$ cat config.mk
export PLATFORM = sky130hd
export DESIGN_NAME = cewf_lane
export DESIGN_NICKNAME = d
export VERILOG_FILES = /design/src/cewf_pkg.sv /design/src/cewf_lane.sv
export SDC_FILE = /design/constraint.sdc
export NUM_CORES = 2
export LEC_CHECK = 0
export BUFFER_PORTS_ARGS = -buffer_cell sky130_fd_sc_hd__buf_2
export CAP_MARGIN = 20
export CORE_MARGIN = 3
export CORE_UTILIZATION = 60
export DETAILED_ROUTE_END_ITERATION = 7
export GPL_ROUTABILITY_DRIVEN = 0
export GPL_TIMING_DRIVEN = 1
export PLACE_DENSITY = 0.8
export RECOVER_POWER = 100
export REMOVE_ABC_BUFFERS = 1
export SLEW_MARGIN = 20
export SYNTH_ARGS = -nofsm -noshare
export SYNTH_HDL_FRONTEND = slang
export SYNTH_SLANG_ARGS = --single-unit
export TNS_END_PERCENT = 50
$ cat constraint.sdc
create_clock -name clock -period 10.6 [get_ports clock]
set_input_delay 2.12 -clock clock [delete_from_list [all_inputs] [get_ports clock]]
set_output_delay 2.12 -clock clock [all_outputs]
set_load 0.005 [all_outputs]
$ cat src/cewf_pkg.sv
package cewf_pkg;

   // Field widths of the payload.
   localparam int unsigned STAMP_W  = 64;
   localparam int unsigned CHARGE_W = 16;
   localparam int unsigned CALIB_W  = 64;
   localparam int unsigned ENERGY_W = 48;
   localparam int unsigned STREAMS  = 4;

   // Gain times charge is signed Q.24 and needs 32 + 17 bits.
   localparam int unsigned PROD_W = 49;

   // Rounding from Q.24 to Q16.16: add half an LSB, then drop eight bits.
   localparam int unsigned FRAC_DROP  = 8;
   localparam int unsigned ROUND_BIAS = 128;

   // Configuration register indexes.
   localparam int unsigned CSR_IDX_W = 4;
   localparam logic [CSR_IDX_W-1:0] CSR_CALIB_CH0 = 4'd0;
   localparam logic [CSR_IDX_W-1:0] CSR_CALIB_CH1 = 4'd1;
   localparam logic [CSR_IDX_W-1:0] CSR_CALIB_CH2 = 4'd2;
   localparam logic [CSR_IDX_W-1:0] CSR_DET_SUMMED = 4'd3;
   localparam logic [CSR_IDX_W-1:0] CSR_SUM_LOW = 4'd4;
   localparam logic [CSR_IDX_W-1:0] CSR_SUM_HIGH = 4'd5;
   localparam logic [CSR_IDX_W-1:0] CSR_SINGLE_LOW = 4'd6;
   localparam logic [CSR_IDX_W-1:0] CSR_SINGLE_HIGH = 4'd7;

   // Reset value of the summed channel count.
   localparam logic [1:0] DET_SUMMED_RESET = 2'd3;

   // Advance mask with every stream moving on.
   localparam logic [STREAMS-1:0] MASK_ALL = 4'hF;

   // One input beat: the head records of the four streams.
   typedef struct packed {
      logic [STAMP_W-1:0]  stamp_a;
      logic [STAMP_W-1:0]  stamp_b;
      logic [STAMP_W-1:0]  stamp_c;
      logic [STAMP_W-1:0]  stamp_d;
      logic [CHARGE_W-1:0] charge_a;
      logic [CHARGE_W-1:0] charge_b;
      logic [CHARGE_W-1:0] charge_c;
      logic [CHARGE_W-1:0] charge_d;
   } req_type;

   // One result beat.
   typedef struct packed {
      logic [STREAMS-1:0]         advance_mask;
      logic                       coincident;
      logic                       accepted;
      logic signed [ENERGY_W-1:0] energy_total;
      logic [CHARGE_W-1:0]        timing_peak;
   } rsp_type;

   // Stage load enables shared by the lanes and the merge stage.
   typedef struct packed {
      logic load_s1;
      logic load_s2;
      logic load_s3;
   } pipe_ctrl_type;

endpackage

$ cat src/cewf_lane.sv
module cewf_lane (
   input  logic                                  clock,
   input  cewf_pkg::pipe_ctrl_type               ctrl,
   input  logic                                  lane_en,
   input  logic [cewf_pkg::CALIB_W-1:0]          calib,
   input  logic [cewf_pkg::CHARGE_W-1:0]         charge,
   input  logic signed [cewf_pkg::ENERGY_W-1:0]  bound_low,
   input  logic signed [cewf_pkg::ENERGY_W-1:0]  bound_high,
   output logic signed [cewf_pkg::ENERGY_W-1:0]  energy,
   output logic                                  in_bounds
);

   logic signed [31:0]                    gain;
   logic signed [31:0]                    offset;
   logic signed [cewf_pkg::PROD_W-1:0]    prod_in;
   logic signed [cewf_pkg::PROD_W-1:0]    prod_ff;
   logic                                  en_ff;
   logic signed [cewf_pkg::PROD_W-1:0]    rounded;
   logic signed [cewf_pkg::PROD_W-1:0]    scaled;
   logic signed [cewf_pkg::PROD_W-1:0]    shifted_sum;
   logic signed [cewf_pkg::ENERGY_W-1:0]  energy_raw;
   logic signed [cewf_pkg::ENERGY_W-1:0]  energy_in;
   logic                                  inb_in;
   logic signed [cewf_pkg::ENERGY_W-1:0]  energy_ff;
   logic                                  inb_ff;

   assign gain   = $signed(calib[63:32]);
   assign offset = $signed(calib[31:0]);

   // Stage 1: gain times charge, charge taken as a non-negative value.
   assign prod_in = gain * $signed({1'b0, charge});

   always_ff @(posedge clock) begin
      if (ctrl.load_s1) begin
         prod_ff <= prod_in;
         en_ff   <= lane_en;
      end
   end

   // Stage 2: round half up to Q16.16 with a floor shift, then add the offset.
   assign rounded     = prod_ff + cewf_pkg::PROD_W'(cewf_pkg::ROUND_BIAS);
   assign scaled      = rounded >>> cewf_pkg::FRAC_DROP;
   assign shifted_sum = scaled + cewf_pkg::PROD_W'(offset);
   assign energy_raw  = shifted_sum[cewf_pkg::ENERGY_W-1:0];

   // A channel outside the sum adds nothing and never fails the bounds.
   assign energy_in = en_ff ? energy_raw : '0;
   assign inb_in    = !en_ff || ((energy_raw >= bound_low) && (energy_raw <= bound_high));

   always_ff @(posedge clock) begin
      if (ctrl.load_s2) begin
         energy_ff <= energy_in;
         inb_ff    <= inb_in;
      end
   end

   assign energy    = energy_ff;
   assign in_bounds = inb_ff;

endmodule

==> run_results.csv <==
group,metric,value,unit
critical_path,arrival,9.35,ns
timing,skew,0.00909,ns
critical_path,crit_chain,"buf_2, nand2_1, fa_1, inv_1, fa_1, inv_1, fa_1, inv_1, fa_1, fa_1, fa_1, ha_1, a21oi_1, o211ai_1, a2111oi_0, a211oi_1, nor2_1, o31ai_1, a211o_1, a21oi_1, xnor2_1",
logic_synthesis,ys_top_cells_by_count,"686 x inv_1, 488 x fa_1, 424 x nand2_1, 253 x ha_1, 186 x and2_1",
detailed_routing,routed_wl,68.1,mm
logic_synthesis,synth.top_cell.area_share,37.6,%
critical_path,r2r_start,"prod_ff[10]",
logic_synthesis,async_flop_share,0,%
detailed_routing,drt-pass1-iter-count,8,
timing,post-route-period-util,87.3,%
detailed_routing,wl_per_cell,18.7,µm
floorplan,initial_utilization,61.3,%
clock_tree,cts-buffers-inserted,9,
critical_path,cp_slowest_cell,"a2111oi_0",
finish,multiInputGateArea,20300,µm²
detailed_routing,viasPerCell,5.69,
status,violations,"max-capacitance violations, max-slew violations",
detailed_routing,first_iter_violations,1492,
place,hpwl,54.7,mm
logic_synthesis,synth-main-ff-cell,"edfxtp_1",
critical_path,regToRegSetupSlack,3.67,ns
timing,worstMarginPinSlew,2.46,ns
floorplan,die-area,45900,µm²
detailed_routing,drc,0,
timing,min_period,9.25,ns
global_routing,grtUsageTotal,30.0,%
hold_path,min_path_type,"reg2reg",
timing,hold_violations,0,
logic_synthesis,yosysMostFrequentCell,"inv_1",
logic_synthesis,synth_area_per_cell,8.86,µm²
global_routing,grt_pass1_wl,111,mm
finish,regArea,2580,µm²
critical_path,max_stage_delay,0.81,ns
detailed_routing,vias,20800,
clock_tree,clockRootBuffer,"clkbuf_16",
timing,grt_setup_unrepaired,"no",
clock_tree,cts_hold_buf,0,
floorplan,num_rows,75,
detailed_routing,postRouteAntennaNets,0,
critical_path,crit_buf_inv,4,
clock_tree,cts-resized-gates,0,
hold_path,holdPathStages,2,
critical_path,r2r_cells,23,
logic_synthesis,seq_area_frac_synth,9.94,%
critical_path,endpoint_kind,"register",
hold_path,min_from,"en_ff",
critical_path,critPathMaxFanout,32,
critical_path,crit_type,"in2reg",
status,status,"finished with violations",
timing,max_slew_margin,-63.8,%
finish,syn2layout_area_growth,6.47,%
logic_synthesis,yosysUniqueCellTypes,67,
critical_path,critical_path.top_delay_family,"adder cells",
critical_path,crit_top_cell,"fa_1",
finish,n_fill_cell,3453,
clock_tree,clock_latency,0.36,ns
place,portBuffers,228,
timing,setup_violations,0,
global_routing,grt_start_max_net_pins,48,
hold_path,whs_endpoint,"in_bounds",
finish,nets,3985,
floorplan,fp.dieH,214,µm
floorplan,core-area,42400,µm²
logic_synthesis,yosys.area.top_type,"fa_1",
logic_synthesis,synth_area_leaders,"fa_1 38%, ha_1 12%, edfxtp_1 9.9%",
logic_synthesis,synth_edf_count,86,
floorplan,die_x,214,µm
timing,fmax,0.108,GHz
clock_tree,cts_sinks,86,
logic_synthesis,synth_cells,2933,
clock_tree,clockBufferDepth,2,
timing,setup-tns-final,0,ns
timing,drv_slew,88,
flow_run,maxCapViolations,2,
floorplan,io_pins,230,
critical_path,r2r_end,"in_bounds",
logic_synthesis,syn_area,26000,µm²
critical_path,worst_setup_path_start_kind,"primary input",
clock_tree,htreeDepth,3,
clock_tree,postCtsSetupBuffers,0,
logic_synthesis,yosysWarnings,0,
global_routing,gr-total-overflow,0,
critical_path,cp.required,10.71,ns
global_routing,antenna_found_initial,2,
logic_synthesis,synth_seq_cells,86,
finish,layout-drive-gt1-share,7.37,%
global_routing,grt_pass1_vias,22400,
clock_tree,cts_tree,"yes",
clock_tree,clkSlewWorstSetupHoldPaths,0.06,ns
[registers in the layout, summed over array words and instances, names as in the netlist]
register / flops
en_ff: 1
in_bounds: 1
prod_ff: 42
energy: 42
[routing by layer]
| metal | up-vias | wire, µm | GRT usage [%] | part of all wire, % |
|---|---|---|---|---|
| met5 | - | 11 | 0 | 0.016 |
| met2 | 1092 | 32200 | 51.2 | 47 |
| met1 | 10200 | 26100 | 37.5 | 38 |
| li1 | 9266 | - | - | - |
| met3 | 246 | 6610 | 6.59 | 9.7 |
| met4 | 2 | 3160 | 11.9 | 4.6 |
[worst register-to-register path, stage by stage (launching register included)]
cell,delay (ns)
edfxtp_1,0.40
nand3_1,0.16
inv_1,0.10
nand3_1,0.20
nor4_1,0.77
nand2_1,0.15
xnor2_1,0.16
ha_1,0.39
and2_0,0.37
nand3_1,0.16
a211oi_1,0.46
o31ai_1,0.22
a21oi_1,0.36
a31o_2,0.23
nand2_1,0.34
ha_1,0.49
nand4_1,0.09
nor2_1,0.20
nand3_1,0.14
or3_1,0.45
nor4_1,0.41
a21oi_1,0.12
and3_1,0.20
o31ai_1,0.19
[placed cells by master (no fill, tap or decap), types with 11 or more instances in the layout]
cell / count
and2_1: 153
buf_2: 201
nor3_1: 16
ha_1: 253
xor2_1: 38
nand4_1: 33
and3_1: 25
a21o_1: 73
a21oi_1: 98
o21ai_0: 52
clkbuf_1: 28
o21bai_1: 12
nor2_1: 62
fa_1: 488
edfxtp_1: 86
and2_0: 34
a31oi_1: 11
inv_1: 686
nand2_1: 424
nand3_1: 42
xnor2_1: 90
nor2b_1: 22
nand2b_1: 22
[cell families after synthesis]
group | synth area share (%)
xor+xnor | 4.31
buf+inv | 11.7
simple gates | 15.7
mux | 0.231
flops | 9.94
compound gates | 8.33
fa+ha+maj | 49.8
[how the worst max path moves through the flow]
stage / start / to / cells after the start
6_report: charge[6] / prod_ff[47] / 21
5_1_grt: charge[6] / prod_ff[47] / 21
4_1_cts: charge[7] / prod_ff[47] / 21
3_5_place_dp: charge[7] / prod_ff[47] / 21
3_3_place_gp: charge[7] / prod_ff[47] / 21
2_1_floorplan: charge[2] / prod_ff[47] / 20
[final cells by class]
class                   count  area share, %
well taps                 577           2.61
clock buffers              10          0.827
repair buffers            229           4.03
flip-flops and latches     86           9.33
inverters                 686           9.30
clock inverters             6          0.398
multi-input cells        2051           73.5
diodes                      2         0.0181
[metrics by stage]
| step | hold slack (ns) | utilization [%] | setup slack, ns | cell area (µm²) | cells |
|---|---|---|---|---|---|
| floorplan | 0.769 | - | 2.88 | 25500 | 2823 |
| global placement | 0.848 | 64.6 | 1.51 | 27400 | 3629 |
| detailed placement | 0.855 | 64.6 | 1.30 | 27400 | 3629 |
| CTS | 0.867 | 65.4 | 1.66 | 27700 | 3645 |
| global route | 0.915 | 65.2 | 1.11 | 27700 | 3646 |
| finish | 0.869 | 65.2 | 1.35 | 27700 | 3647 |
Power is not shown: default switching activity piles up to over one toggle a cycle in this logic, so the estimate is an artifact.
