--- src/cewf_pkg.sv ---
package cewf_pkg;

   // Field widths of the payload.
   localparam int unsigned STAMP_W  = 64;
   localparam int unsigned CHARGE_W = 16;
   localparam int unsigned CALIB_W  = 64;
   localparam int unsigned ENERGY_W = 48;
   localparam int unsigned STREAMS  = 4;

   // Gain times charge is signed Q.24 and needs 32 + 17 bits.
   localparam int unsigned PROD_W = 49;

   // Rounding from Q.24 to Q16.16: add half an LSB, then drop eight bits.
   localparam int unsigned FRAC_DROP  = 8;
   localparam int unsigned ROUND_BIAS = 128;

   // Configuration register indexes.
   localparam int unsigned CSR_IDX_W = 4;
   localparam logic [CSR_IDX_W-1:0] CSR_CALIB_CH0 = 4'd0;
   localparam logic [CSR_IDX_W-1:0] CSR_CALIB_CH1 = 4'd1;
   localparam logic [CSR_IDX_W-1:0] CSR_CALIB_CH2 = 4'd2;
   localparam logic [CSR_IDX_W-1:0] CSR_DET_SUMMED = 4'd3;
   localparam logic [CSR_IDX_W-1:0] CSR_SUM_LOW = 4'd4;
   localparam logic [CSR_IDX_W-1:0] CSR_SUM_HIGH = 4'd5;
   localparam logic [CSR_IDX_W-1:0] CSR_SINGLE_LOW = 4'd6;
   localparam logic [CSR_IDX_W-1:0] CSR_SINGLE_HIGH = 4'd7;

   // Reset value of the summed channel count.
   localparam logic [1:0] DET_SUMMED_RESET = 2'd3;

   // Advance mask with every stream moving on.
   localparam logic [STREAMS-1:0] MASK_ALL = 4'hF;

   // One input beat: the head records of the four streams.
   typedef struct packed {
      logic [STAMP_W-1:0]  stamp_a;
      logic [STAMP_W-1:0]  stamp_b;
      logic [STAMP_W-1:0]  stamp_c;
      logic [STAMP_W-1:0]  stamp_d;
      logic [CHARGE_W-1:0] charge_a;
      logic [CHARGE_W-1:0] charge_b;
      logic [CHARGE_W-1:0] charge_c;
      logic [CHARGE_W-1:0] charge_d;
   } req_type;

   // One result beat.
   typedef struct packed {
      logic [STREAMS-1:0]         advance_mask;
      logic                       coincident;
      logic                       accepted;
      logic signed [ENERGY_W-1:0] energy_total;
      logic [CHARGE_W-1:0]        timing_peak;
   } rsp_type;

   // Stage load enables shared by the lanes and the merge stage.
   typedef struct packed {
      logic load_s1;
      logic load_s2;
      logic load_s3;
   } pipe_ctrl_type;

endpackage

--- src/cewf_merge.sv ---
module cewf_merge #(
   parameter int unsigned LANES = 1
) (
   input  logic                                          clock,
   input  cewf_pkg::pipe_ctrl_type                       ctrl,
   input  logic [LANES-1:0][cewf_pkg::ENERGY_W-1:0]      energy,
   input  logic [LANES-1:0]                              in_bounds,
   input  logic signed [cewf_pkg::ENERGY_W-1:0]          win_low,
   input  logic signed [cewf_pkg::ENERGY_W-1:0]          win_high,
   output logic signed [cewf_pkg::ENERGY_W-1:0]          energy_total,
   output logic                                          pass
);

   logic signed [cewf_pkg::ENERGY_W-1:0] sum_in;
   logic signed [cewf_pkg::ENERGY_W-1:0] sum_ff;
   logic                                 inb_ff;

   // Add the lane energies; disabled lanes already carry zero.
   always_comb begin
      sum_in = '0;
      for (int k = 0; k < LANES; k++) begin
         sum_in = sum_in + $signed(energy[k]);
      end
   end

   always_ff @(posedge clock) begin
      if (ctrl.load_s3) begin
         sum_ff <= sum_in;
         inb_ff <= &in_bounds;
      end
   end

   // The sum must lie strictly inside the window and every lane must be in bounds.
   assign energy_total = sum_ff;
   assign pass         = inb_ff && (win_low < sum_ff) && (sum_ff < win_high);

endmodule

--- config.mk ---
export PLATFORM = sky130hd
export DESIGN_NAME = cewf_merge
export DESIGN_NICKNAME = d
export VERILOG_FILES = /design/src/cewf_pkg.sv /design/src/cewf_merge.sv
export SDC_FILE = /design/constraint.sdc
export NUM_CORES = 1
export LEC_CHECK = 0
export BUFFER_PORTS_ARGS = -buffer_cell sky130_fd_sc_hd__buf_4
export CORE_ASPECT_RATIO = 1.2
export CORE_MARGIN = 1.5
export CORE_UTILIZATION = 50
export DETAILED_ROUTE_END_ITERATION = 10
export HOLD_SLACK_MARGIN = 0.06
export PLACE_DENSITY_LB_ADDON = 0.3
export SYNTH_ARGS = -nofsm -noshare
export SYNTH_HDL_FRONTEND = slang
export SYNTH_SLANG_ARGS = --single-unit
--- constraint.sdc ---
create_clock -name clock -period 7.55 [get_ports clock]
set_clock_uncertainty 0.15 [all_clocks]
set_input_delay 1.51 -clock clock [delete_from_list [all_inputs] [get_ports clock]]
set_output_delay 1.51 -clock clock [all_outputs]
set_load 0.02 [all_outputs]
==> impl_metrics.json, run 1 <==
{
  "dieArea_um2": 8260,
  "wire_per_inst_um": 15.0,
  "synth-edff-count": 49,
  "startpoint": "win_high[30]",
  "min-delay-path-class": "primary input to flop",
  "worst_pin_slew_ps": 647,
  "ys_seq_area_share_pct": 38.1,
  "route.vias.total": 3534,
  "synth_cell_types": 34,
  "globalRoute.totalOverflow": 0,
  "postRouteAntennaNets": 0,
  "core_um2": 7360,
  "n_antenna_cell": 0,
  "yosys_warnings": 0,
  "drtIter0Drc": 49,
  "dp_hpwl_mm": 8.87,
  "htreeDepth": 2,
  "relSlewSlack_pct": 56.9,
  "vdd_drop_max_mv": 0.0972,
  "hp-start": "energy[22]",
  "antenna_found_initial": 0,
  "criticalPathCategory": "primary input to output pin",
  "root_buffer": "clkbuf_8",
  "die_x_um": 83.2,
  "syn-num-nets": 626,
  "numCtsBuffers": 5,
  "numPortBuffers": 195,
  "fin_ws_ps": 2350,
  "vias_per_cell": 5.23,
  "routed_wl_mm": 10.2,
  "cts_setup_buffers": 0,
  "initial_utilization_pct": 52.4,
  "syn_area_um2": 3860,
  "fin_hold_ws_ps": 1230,
  "cts_sinks": 49,
  "ys_ff_latch": 49,
  "final_cells": 676,
  "drt-pass1-iter-count": 4,
  "rsz0062_at_grt": "no",
  "grt_pass1_wl_mm": 15.7,
  "hold_buffers": 0,
  "total_power_uw": 767,
  "p_leak_nw": 3.03,
  "cp-end-kind": "output pin",
  "async_reset_ff_share_pct": 0,
  "grt_max_degree": 50,
  "power_density_nw_per_um2": 139,
  "syn_inst": 383,
  "clkTransAtPathRegs_ps": 90,
  "worst_setup_path_start_kind": "primary input",
  "synth-main-ff-cell": "edfxtp_1",
  "post-route-drc-count": 0,
  "clockBufferDepth": 2,
  "syn_avg_cell_area_um2": 10.1,
  "grtUsageTotal_pct": 23.9,
  "layout-drive-gt1-share_pct": 35.2,
  "critPathRequiredTime_ps": 5890,
  "hold_viol": 0,
  "drv_slew": 0,
  "finalNetCount": 828,
  "grt_pass1_vias": 3612,
  "cts_resized": 0,
  "place_inst": 668,
  "die_h_um": 99.3,
  "rows": 34,
  "syn2layout_area_growth_pct": 43.1,
  "cap_violations": 0,
  "critical_path_arrival_ps": 3540,
  "status": "finished clean",
  "detailedPlace.worstSlack_ps": 2370,
  "n_fill_cell": 532,
  "fin_setup_tns_ps": 0,
  "io_pins": 198,
  "routabilityCongestion": 0.857,
  "finalCritPeriodShare_pct": 68.8,
  "crit_fanout": 4,
  "setup_violations": 0,
  "max_freq_ghz": 0.192,
  "cts_tree": "yes",
  "post-route-min-period_ps": 5200
}
==> sequential cells by signal, indices dropped and copies added, names as in the netlist <==
name and flops:
inb_ff 1, energy_total 48
==> metal layers <==
metal / GRT usage (%) / wire [um] / vias up
met5: 0 / 0 / -
met2: 47.5 / 5620 / 128
li1: - / - / 1764
met4: 8.72 / 202 / 0
met3: 4.90 / 688 / 20
met1: 24.4 / 3660 / 1622
==> power by group <==
group / internal (mW) / leakage, nW / switching, mW
clock: 0.0655 / 0.0374 / 0.0900
combinational: 0.138 / 2.51 / 0.131
sequential: 0.324 / 0.480 / 0.0186
total: 0.528 / 3.03 / 0.239
==> area by class of cell <==
cell class | count | area, um2 | area share, %
inverter | 96 | 360 | 6.52
sequential | 49 | 1470 | 26.6
clock inverter | 2 | 15.0 | 0.272
tap | 90 | 113 | 2.04
multi-input combinational | 238 | 2030 | 36.7
timing repair buffer | 195 | 1460 | 26.5
clock buffer | 6 | 72.6 | 1.31
==> per-stage QoR <==
step	utilization, %	instance area, um2
5_1_grt	75.1	5520
3_5_place_dp	73.9	5440
6_report	75.1	5520
4_1_cts	75.1	5520
3_3_place_gp	73.9	5440
2_1_floorplan	-	3860
==> worst max-delay path, stage by stage <==
cell and delay (ps):
buf_4 80, inv_1 30, ha_1 330, a21oi_1 210, a21boi_1 110, a2111oi_0 520, o211ai_1 130, o21ai_1 120
xor2_1 90, a311oi_1 210, buf_4 190
==> path summary, 6_finish.rpt <==
kind | cells after the start | slack [ps] | to
worst min-delay path | 1 | 1230 | energy_total[22]$_DFFE_PP_
worst max-delay path | 11 | 2350 | pass
==> cell families after synthesis <==
kind of cell               share of synthesized area, %
muxes                                             0.259
adders and majority gates                          30.5
buffers and inverters                              9.34
xor gates and xnor gates                          0.227
DFF                                                38.1
AOI/OAI and AO/OA                                  12.9
and+or+nand+nor                                    8.66
==> cell usage after synthesis, types with 4 or more instances <==
master	number	area share, %
ha_1	94	30
nor2_1	7	0.68
a21o_1	12	2.3
edfxtp_1	49	38
a21oi_1	34	4.4
o21ai_0	11	1.4
and4_1	4	0.91
nand3_1	7	0.91
inv_1	96	9.3
nand2_1	21	2.0
nand4_1	13	2.1
o21ai_1	4	0.52
nor3_1	4	0.52
a211oi_1	6	1.2
==> cells in the final DEF (no fill, tap or decap), types with 2 or more instances in the layout <==
| cell type | netlist | routed |
|---|---|---|
| buf_4 | 0 | 195 |
| inv_1 | 96 | 96 |
| ha_1 | 94 | 94 |
| edfxtp_1 | 49 | 49 |
| a21oi_1 | 34 | 34 |
| nand2_1 | 21 | 21 |
| nand4_1 | 13 | 13 |
| a21o_1 | 12 | 12 |
| o21ai_0 | 11 | 11 |
| nand3_1 | 7 | 7 |
| nor2_1 | 7 | 7 |
| a211oi_1 | 6 | 6 |
| clkbuf_8 | 0 | 5 |
| nor3_1 | 4 | 4 |
| o21ai_1 | 4 | 4 |
| and4_1 | 4 | 4 |
| a221oi_1 | 2 | 2 |
| clkinvlp_4 | 0 | 2 |
No activity file was read; power rests on OpenSTA's default activity.
==> run 2: changes to the inputs <==
--- a/config.mk
+++ b/config.mk
@@ -8,7 +8,7 @@
 export BUFFER_PORTS_ARGS = -buffer_cell sky130_fd_sc_hd__buf_4
 export CORE_ASPECT_RATIO = 1.2
 export CORE_MARGIN = 1.5
-export CORE_UTILIZATION = 50
+export CORE_UTILIZATION = 47
 export DETAILED_ROUTE_END_ITERATION = 10
 export HOLD_SLACK_MARGIN = 0.06
 export PLACE_DENSITY_LB_ADDON = 0.3
==> constraint.sdc (replaced) <==
create_clock -name clock -period 5 [get_ports clock]
set_clock_uncertainty 0.15 [all_clocks]
set_input_delay 1 -clock clock [delete_from_list [all_inputs] [get_ports clock]]
set_output_delay 1 -clock clock [all_outputs]
set_load 0.02 [all_outputs]
==> impl_metrics.json, run 2 (synthesis gave the netlist of run 1 again) <==
{
  "whs_path_depth": 1,
  "hold_buffers": 0,
  "critPathRequiredTime_ps": 3850,
  "die_x_um": 85.7,
  "postRouteAntennaNets": 0,
  "route.vias.total": 3504,
  "grt_pass1_vias": 3580,
  "relSlewSlack_pct": 56.3,
  "layout_commonest_cell": "buf_4",
  "core_um2": 8060,
  "post-route-drc-count": 0,
  "criticalPathCategory": "primary input to output pin",
  "finalNetCount": 828,
  "max_freq_ghz": 0.240,
  "slowest_stage": "a221oi_1",
  "rsz0062_at_grt": "no",
  "vias_per_cell": 5.15,
  "globalRoute.totalOverflow": 0,
  "drv_slew": 0,
  "syn2layout_area_growth_pct": 43.3,
  "n_fill_cell": 662,
  "crit_fanout": 2,
  "finalCritPeriodShare_pct": 83.2,
  "dieArea_um2": 8770,
  "power_density_nw_per_um2": 210,
  "fin_setup_tns_ps": 0,
  "clockBufferDepth": 2,
  "min-delay-path-class": "primary input to flop",
  "antenna_found_initial": 0,
  "post-route-min-period_ps": 4160,
  "cp-end-kind": "output pin",
  "cp_top_family": "compound AO/OA/AOI/OAI gates",
  "gr-usage-met1_pct": 22.6,
  "crit_top_cell": "buf_4",
  "place_inst": 673,
  "dp_hpwl_mm": 8.55,
  "cts_setup_buffers": 0,
  "rows": 36,
  "busiest_layer": "met2",
  "cap_violations": 0,
  "most-common-layout-cells": "buf_4, inv_1, ha_1",
  "io_pins": 198,
  "worstPathCellList": "buf_4 -> inv_1 -> ha_1 -> a21oi_1 -> o21ai_0 -> a221oi_1 -> nand4_1 -> o21ai_1 -> xor2_1 -> a311oi_1 -> buf_4",
  "worstHoldEndpoint": "energy_total[38]$_DFFE_PP_",
  "max_stage_delay_ps": 450,
  "grt_max_degree": 50,
  "layout-drive-gt1-share_pct": 35.2,
  "critical_path_arrival_ps": 3010,
  "hp-start": "energy[38]",
  "clkTransAtPathRegs_ps": 100,
  "met3_usage_pct": 5.33,
  "p_leak_nw": 3.03,
  "final_cells": 681,
  "hold_viol": 0,
  "setup_violations": 0,
  "cts_tree": "yes",
  "initial_utilization_pct": 47.9,
  "drtIter0Drc": 58,
  "numPortBuffers": 195,
  "cts_sinks": 49,
  "status": "finished clean",
  "htreeDepth": 2,
  "use_met2_pct": 43.9,
  "grtUsageTotal_pct": 22.3,
  "root_buffer": "clkbuf_8",
  "largest_reg_flops": 48,
  "worst_pin_slew_ps": 656,
  "path_buf_inv": 3,
  "wire_per_inst_um": 14.5,
  "routabilityCongestion": 0.859,
  "die_h_um": 102,
  "n_antenna_cell": 0,
  "routed_wl_mm": 9.88,
  "vdd_drop_max_mv": 0.188,
  "grt_pass1_wl_mm": 15.3,
  "cts_resized": 0,
  "drt-pass1-iter-count": 4,
  "worst_setup_path_start_kind": "primary input",
  "numCtsBuffers": 5
}
-- run 2: cell counts in the layout (fill, tap and decap cells not counted) --
No cell type changed its count.
-- run 2: layout make-up --
class	instances	area [um2]	area share (%)
Multi-Input combinational cell	238	2030	36.7
Sequential cell	49	1470	26.6
Timing Repair Buffer	195	1460	26.5
Inverter	96	360	6.52
Tap cell	95	119	2.15
Clock buffer	6	72.6	1.31
Clock inverter	2	15.0	0.271
-- run 2: through the flow --
step	instance area, um2	utilization (%)	hold WS (ps)	power, mW	setup slack, ps
detailed placement	5440	67.5	1030	0.933	786
finish	5530	68.6	705	1.16	840
global route	5530	68.6	693	1.23	575
global placement	5440	67.5	1030	0.913	813
floorplan	3860	-	949	0.731	1050
CTS	5530	68.6	696	1.17	770
-- run 2: metal layers --
metal / part of all wire, % / routed length (um) / up-vias
met5: 0 / 0 / -
met4: 2.6 / 252 / 0
met3: 6.6 / 652 / 20
met2: 54 / 5320 / 124
met1: 37 / 3660 / 1593
li1: - / - / 1767
-- run 2: worst max-delay path by stage --
| stage | start | endpoint | slack [ps] | cells past startpoint |
|---|---|---|---|---|
| after floorplan | win_high[11] | pass | 1050 | 9 |
| after global placement | win_high[25] | pass | 810 | 11 |
| after detailed placement | win_high[25] | pass | 790 | 11 |
| after CTS | win_high[25] | pass | 770 | 11 |
| after global routing | win_high[25] | pass | 580 | 11 |
| final | win_high[19] | pass | 840 | 11 |
-- run 2: power by group --
part,total [mW],internal (mW),switching (mW)
Sequential,0.518,0.490,0.0276
Clock,0.238,0.0988,0.139
Combinational,0.404,0.208,0.196
==> run 3: changes to the inputs <==
--- a/config.mk
+++ b/config.mk
@@ -5,10 +5,11 @@
 export SDC_FILE = /design/constraint.sdc
 export NUM_CORES = 1
 export LEC_CHECK = 0
+export ABC_AREA = 1
 export BUFFER_PORTS_ARGS = -buffer_cell sky130_fd_sc_hd__buf_4
 export CORE_ASPECT_RATIO = 1.2
 export CORE_MARGIN = 1.5
-export CORE_UTILIZATION = 47
+export CORE_UTILIZATION = 43
 export DETAILED_ROUTE_END_ITERATION = 10
 export HOLD_SLACK_MARGIN = 0.06
 export PLACE_DENSITY_LB_ADDON = 0.3
==> constraint.sdc (replaced) <==
create_clock -name clock -period 3.5 [get_ports clock]
set_clock_uncertainty 0.15 [all_clocks]
set_input_delay 0.7 -clock clock [delete_from_list [all_inputs] [get_ports clock]]
set_output_delay 0.7 -clock clock [all_outputs]
set_load 0.02 [all_outputs]
==> impl_metrics.json, run 3 <==
{
  "numCtsBuffers": 5,
  "utilization_pct": 63.6,
  "multi_input_area_um2": 2120,
  "htreeDepth": 2,
  "dieArea_um2": 10000,
  "synth-edff-count": 49,
  "hp-start": "energy[6]",
  "synth_top_family_by_area": "adder cells",
  "max_freq_ghz": 0.326,
  "antenna_found_initial": 0,
  "drtIter0Drc": 70,
  "most-common-layout-cells": "buf_4, inv_1, nand2_1",
  "syn_area_um2": 4050,
  "n_antenna_cell": 0,
  "hold_viol": 0,
  "layout-drive-gt1-share_pct": 31.9,
  "total_power_mw": 1.75,
  "synth_area_leader_cell": "edfxtp_1",
  "syn_avg_cell_area_um2": 8.62,
  "muxShareOfSynthArea_pct": 0,
  "synth_cell_types": 19,
  "worstPathCellList": "buf_4 -> inv_1 -> ha_1 -> nand2_1 -> nor2_1 -> and2_1 -> nand2_2 -> inv_1 -> nand2_1 -> nand2_1 -> nor2_2 -> nand2_1 -> nand2_1 -> nand2_1 -> nor2_2 -> buf_4",
  "busiest_layer": "met2",
  "initial_utilization_pct": 44.6,
  "setup_violations": 0,
  "synth_xor_area_share_pct": 0,
  "n_fill_cell": 751,
  "criticalPathCategory": "primary input to output pin",
  "cap_violations": 0,
  "postRouteAntennaNets": 0,
  "use_met2_pct": 39.4,
  "grtUsageTotal_pct": 19.7,
  "critical_path_arrival_ps": 2210,
  "vias_per_cell": 4.67,
  "min-delay-path-class": "primary input to flop",
  "finalNetCount": 915,
  "syn-num-nets": 713,
  "status": "finished clean",
  "met3_usage_pct": 3.87,
  "post-route-drc-count": 0,
  "relSlewSlack_pct": 57.3,
  "grt_pass1_wl_mm": 15.5,
  "post-route-min-period_ps": 3060,
  "fin_hold_ws_ps": 409,
  "yosysMostFrequentCell": "inv_1",
  "async_reset_ff_share_pct": 0,
  "routabilityCongestion": 0.801,
  "yosys_warnings": 0,
  "finalCritPeriodShare_pct": 87.5,
  "regArea_um2": 1470,
  "critPathRequiredTime_ps": 2650,
  "wire_per_inst_um": 12.5,
  "dp_hpwl_mm": 8.42,
  "synth-main-ff-cell": "edfxtp_1",
  "drt-pass1-iter-count": 4,
  "globalRoute.totalOverflow": 0,
  "cts_resized": 0,
  "rsz0062_at_grt": "no",
  "layout_commonest_cell": "buf_4",
  "grt_max_degree": 50,
  "largest_reg_flops": 48,
  "die_h_um": 109,
  "cts_sinks": 49,
  "clockBufferDepth": 2,
  "route.vias.total": 3702,
  "synth_compound_area_share_pct": 7.59,
  "routed_wl_mm": 9.88,
  "ys_ff_latch": 49,
  "crit_fanout": 3,
  "worstHoldEndpoint": "energy_total[6]$_DFFE_PP_",
  "root_buffer": "clkbuf_8",
  "cp-end-kind": "output pin",
  "clkTransAtPathRegs_ps": 90,
  "worst_pin_slew_ps": 641,
  "power_density_nw_per_um2": 302,
  "worst_setup_path_start_kind": "primary input",
  "slowest_stage": "ha_1",
  "grt_pass1_vias": 3751,
  "max_stage_delay_ps": 300,
  "p_leak_nw": 3.30,
  "gr-usage-met1_pct": 20.5,
  "io_pins": 198,
  "drv_slew": 0,
  "vdd_drop_max_mv": 0.250,
  "crit_top_cell": "nand2_1",
  "synth-adder-area-share_pct": 29.0,
  "synth-simple-area-share_pct": 15.8,
  "syn_inst": 470,
  "ys_seq_area_share_pct": 36.3,
  "numPortBuffers": 195,
  "hold_buffers": 0,
  "synth_common_cells": "inv_1, nand2_1, ha_1",
  "fin_setup_tns_ps": 0,
  "ys_top_cells_by_area": "edfxtp_1, ha_1, inv_1",
  "die_x_um": 91.6,
  "cts_tree": "yes",
  "cts_setup_buffers": 0,
  "rows": 38,
  "core_um2": 9080,
  "netlist.area_leader.share_pct": 36.3,
  "whs_path_depth": 1,
  "syn2layout_area_growth_pct": 42.6
}
## run 3: changes by cell type in the layout (fill, tap and decap cells not counted), moves of 6 or more
| cell | delta |
|---|---|
| inv_1 | +26 |
| nor2_1 | +7 |
| a21oi_1 | +8 |
| a211oi_1 | -6 |
| a21o_1 | -11 |
| nand2_1 | +83 |
| nand4_1 | -7 |
## run 3: cells by family after synthesis
| logic type | after synthesis |
|---|---|
| DFF | 49 |
| buffers and inverters | 122 |
| AOI/OAI and AO/OA | 58 |
| adders and majority gates | 94 |
| and+or+nand+nor | 147 |
## run 3: layer usage
layer  routed length [um]  share of wire, %
met4                  153               1.5
met5                    0                 0
met3                  603               6.1
met2                 5290                53
met1                 3840                39
## run 3: per-stage QoR
step | setup slack, ps | cell area (um2) | instances
finish | 436 | 5780 | 793
detailed placement | 418 | 5670 | 785
global placement | 442 | 5670 | 785
global route | 239 | 5780 | 793
CTS | 409 | 5780 | 793
floorplan | 668 | 4050 | 470
## run 3: cell type report
type | count | share of cell area [%]
clock buffer | 6 | 1.26
multi-input combinational | 299 | 36.7
inverter | 122 | 7.93
tap | 120 | 2.60
timing repair buffer | 195 | 25.3
sequential | 49 | 25.5
clock inverter | 2 | 0.671
## run 3: how the worst max path moves through the flow
stage	start	endpoint	slack, ps
2_1_floorplan	win_high[35]	pass	670
3_3_place_gp	win_high[39]	pass	440
3_5_place_dp	win_low[39]	pass	420
4_1_cts	win_low[39]	pass	410
5_1_grt	energy_total[31]$_DFFE_PP_	pass	240
6_report	win_high[39]	pass	440
## run 3: power by group
part / leakage, nW / switching [mW] / internal (mW)
sequential: 0.480 / 0.0381 / 0.700
combinational: 2.77 / 0.296 / 0.297
clock: 0.0554 / 0.202 / 0.215
total: 3.30 / 0.535 / 1.21
## run 3: critical path, delay by kind of cell
family | cells | cell delay, ps
adders and majority gates | 1 | 300
buffers and inverters | 4 | 280
and+or+nand+nor | 11 | 930
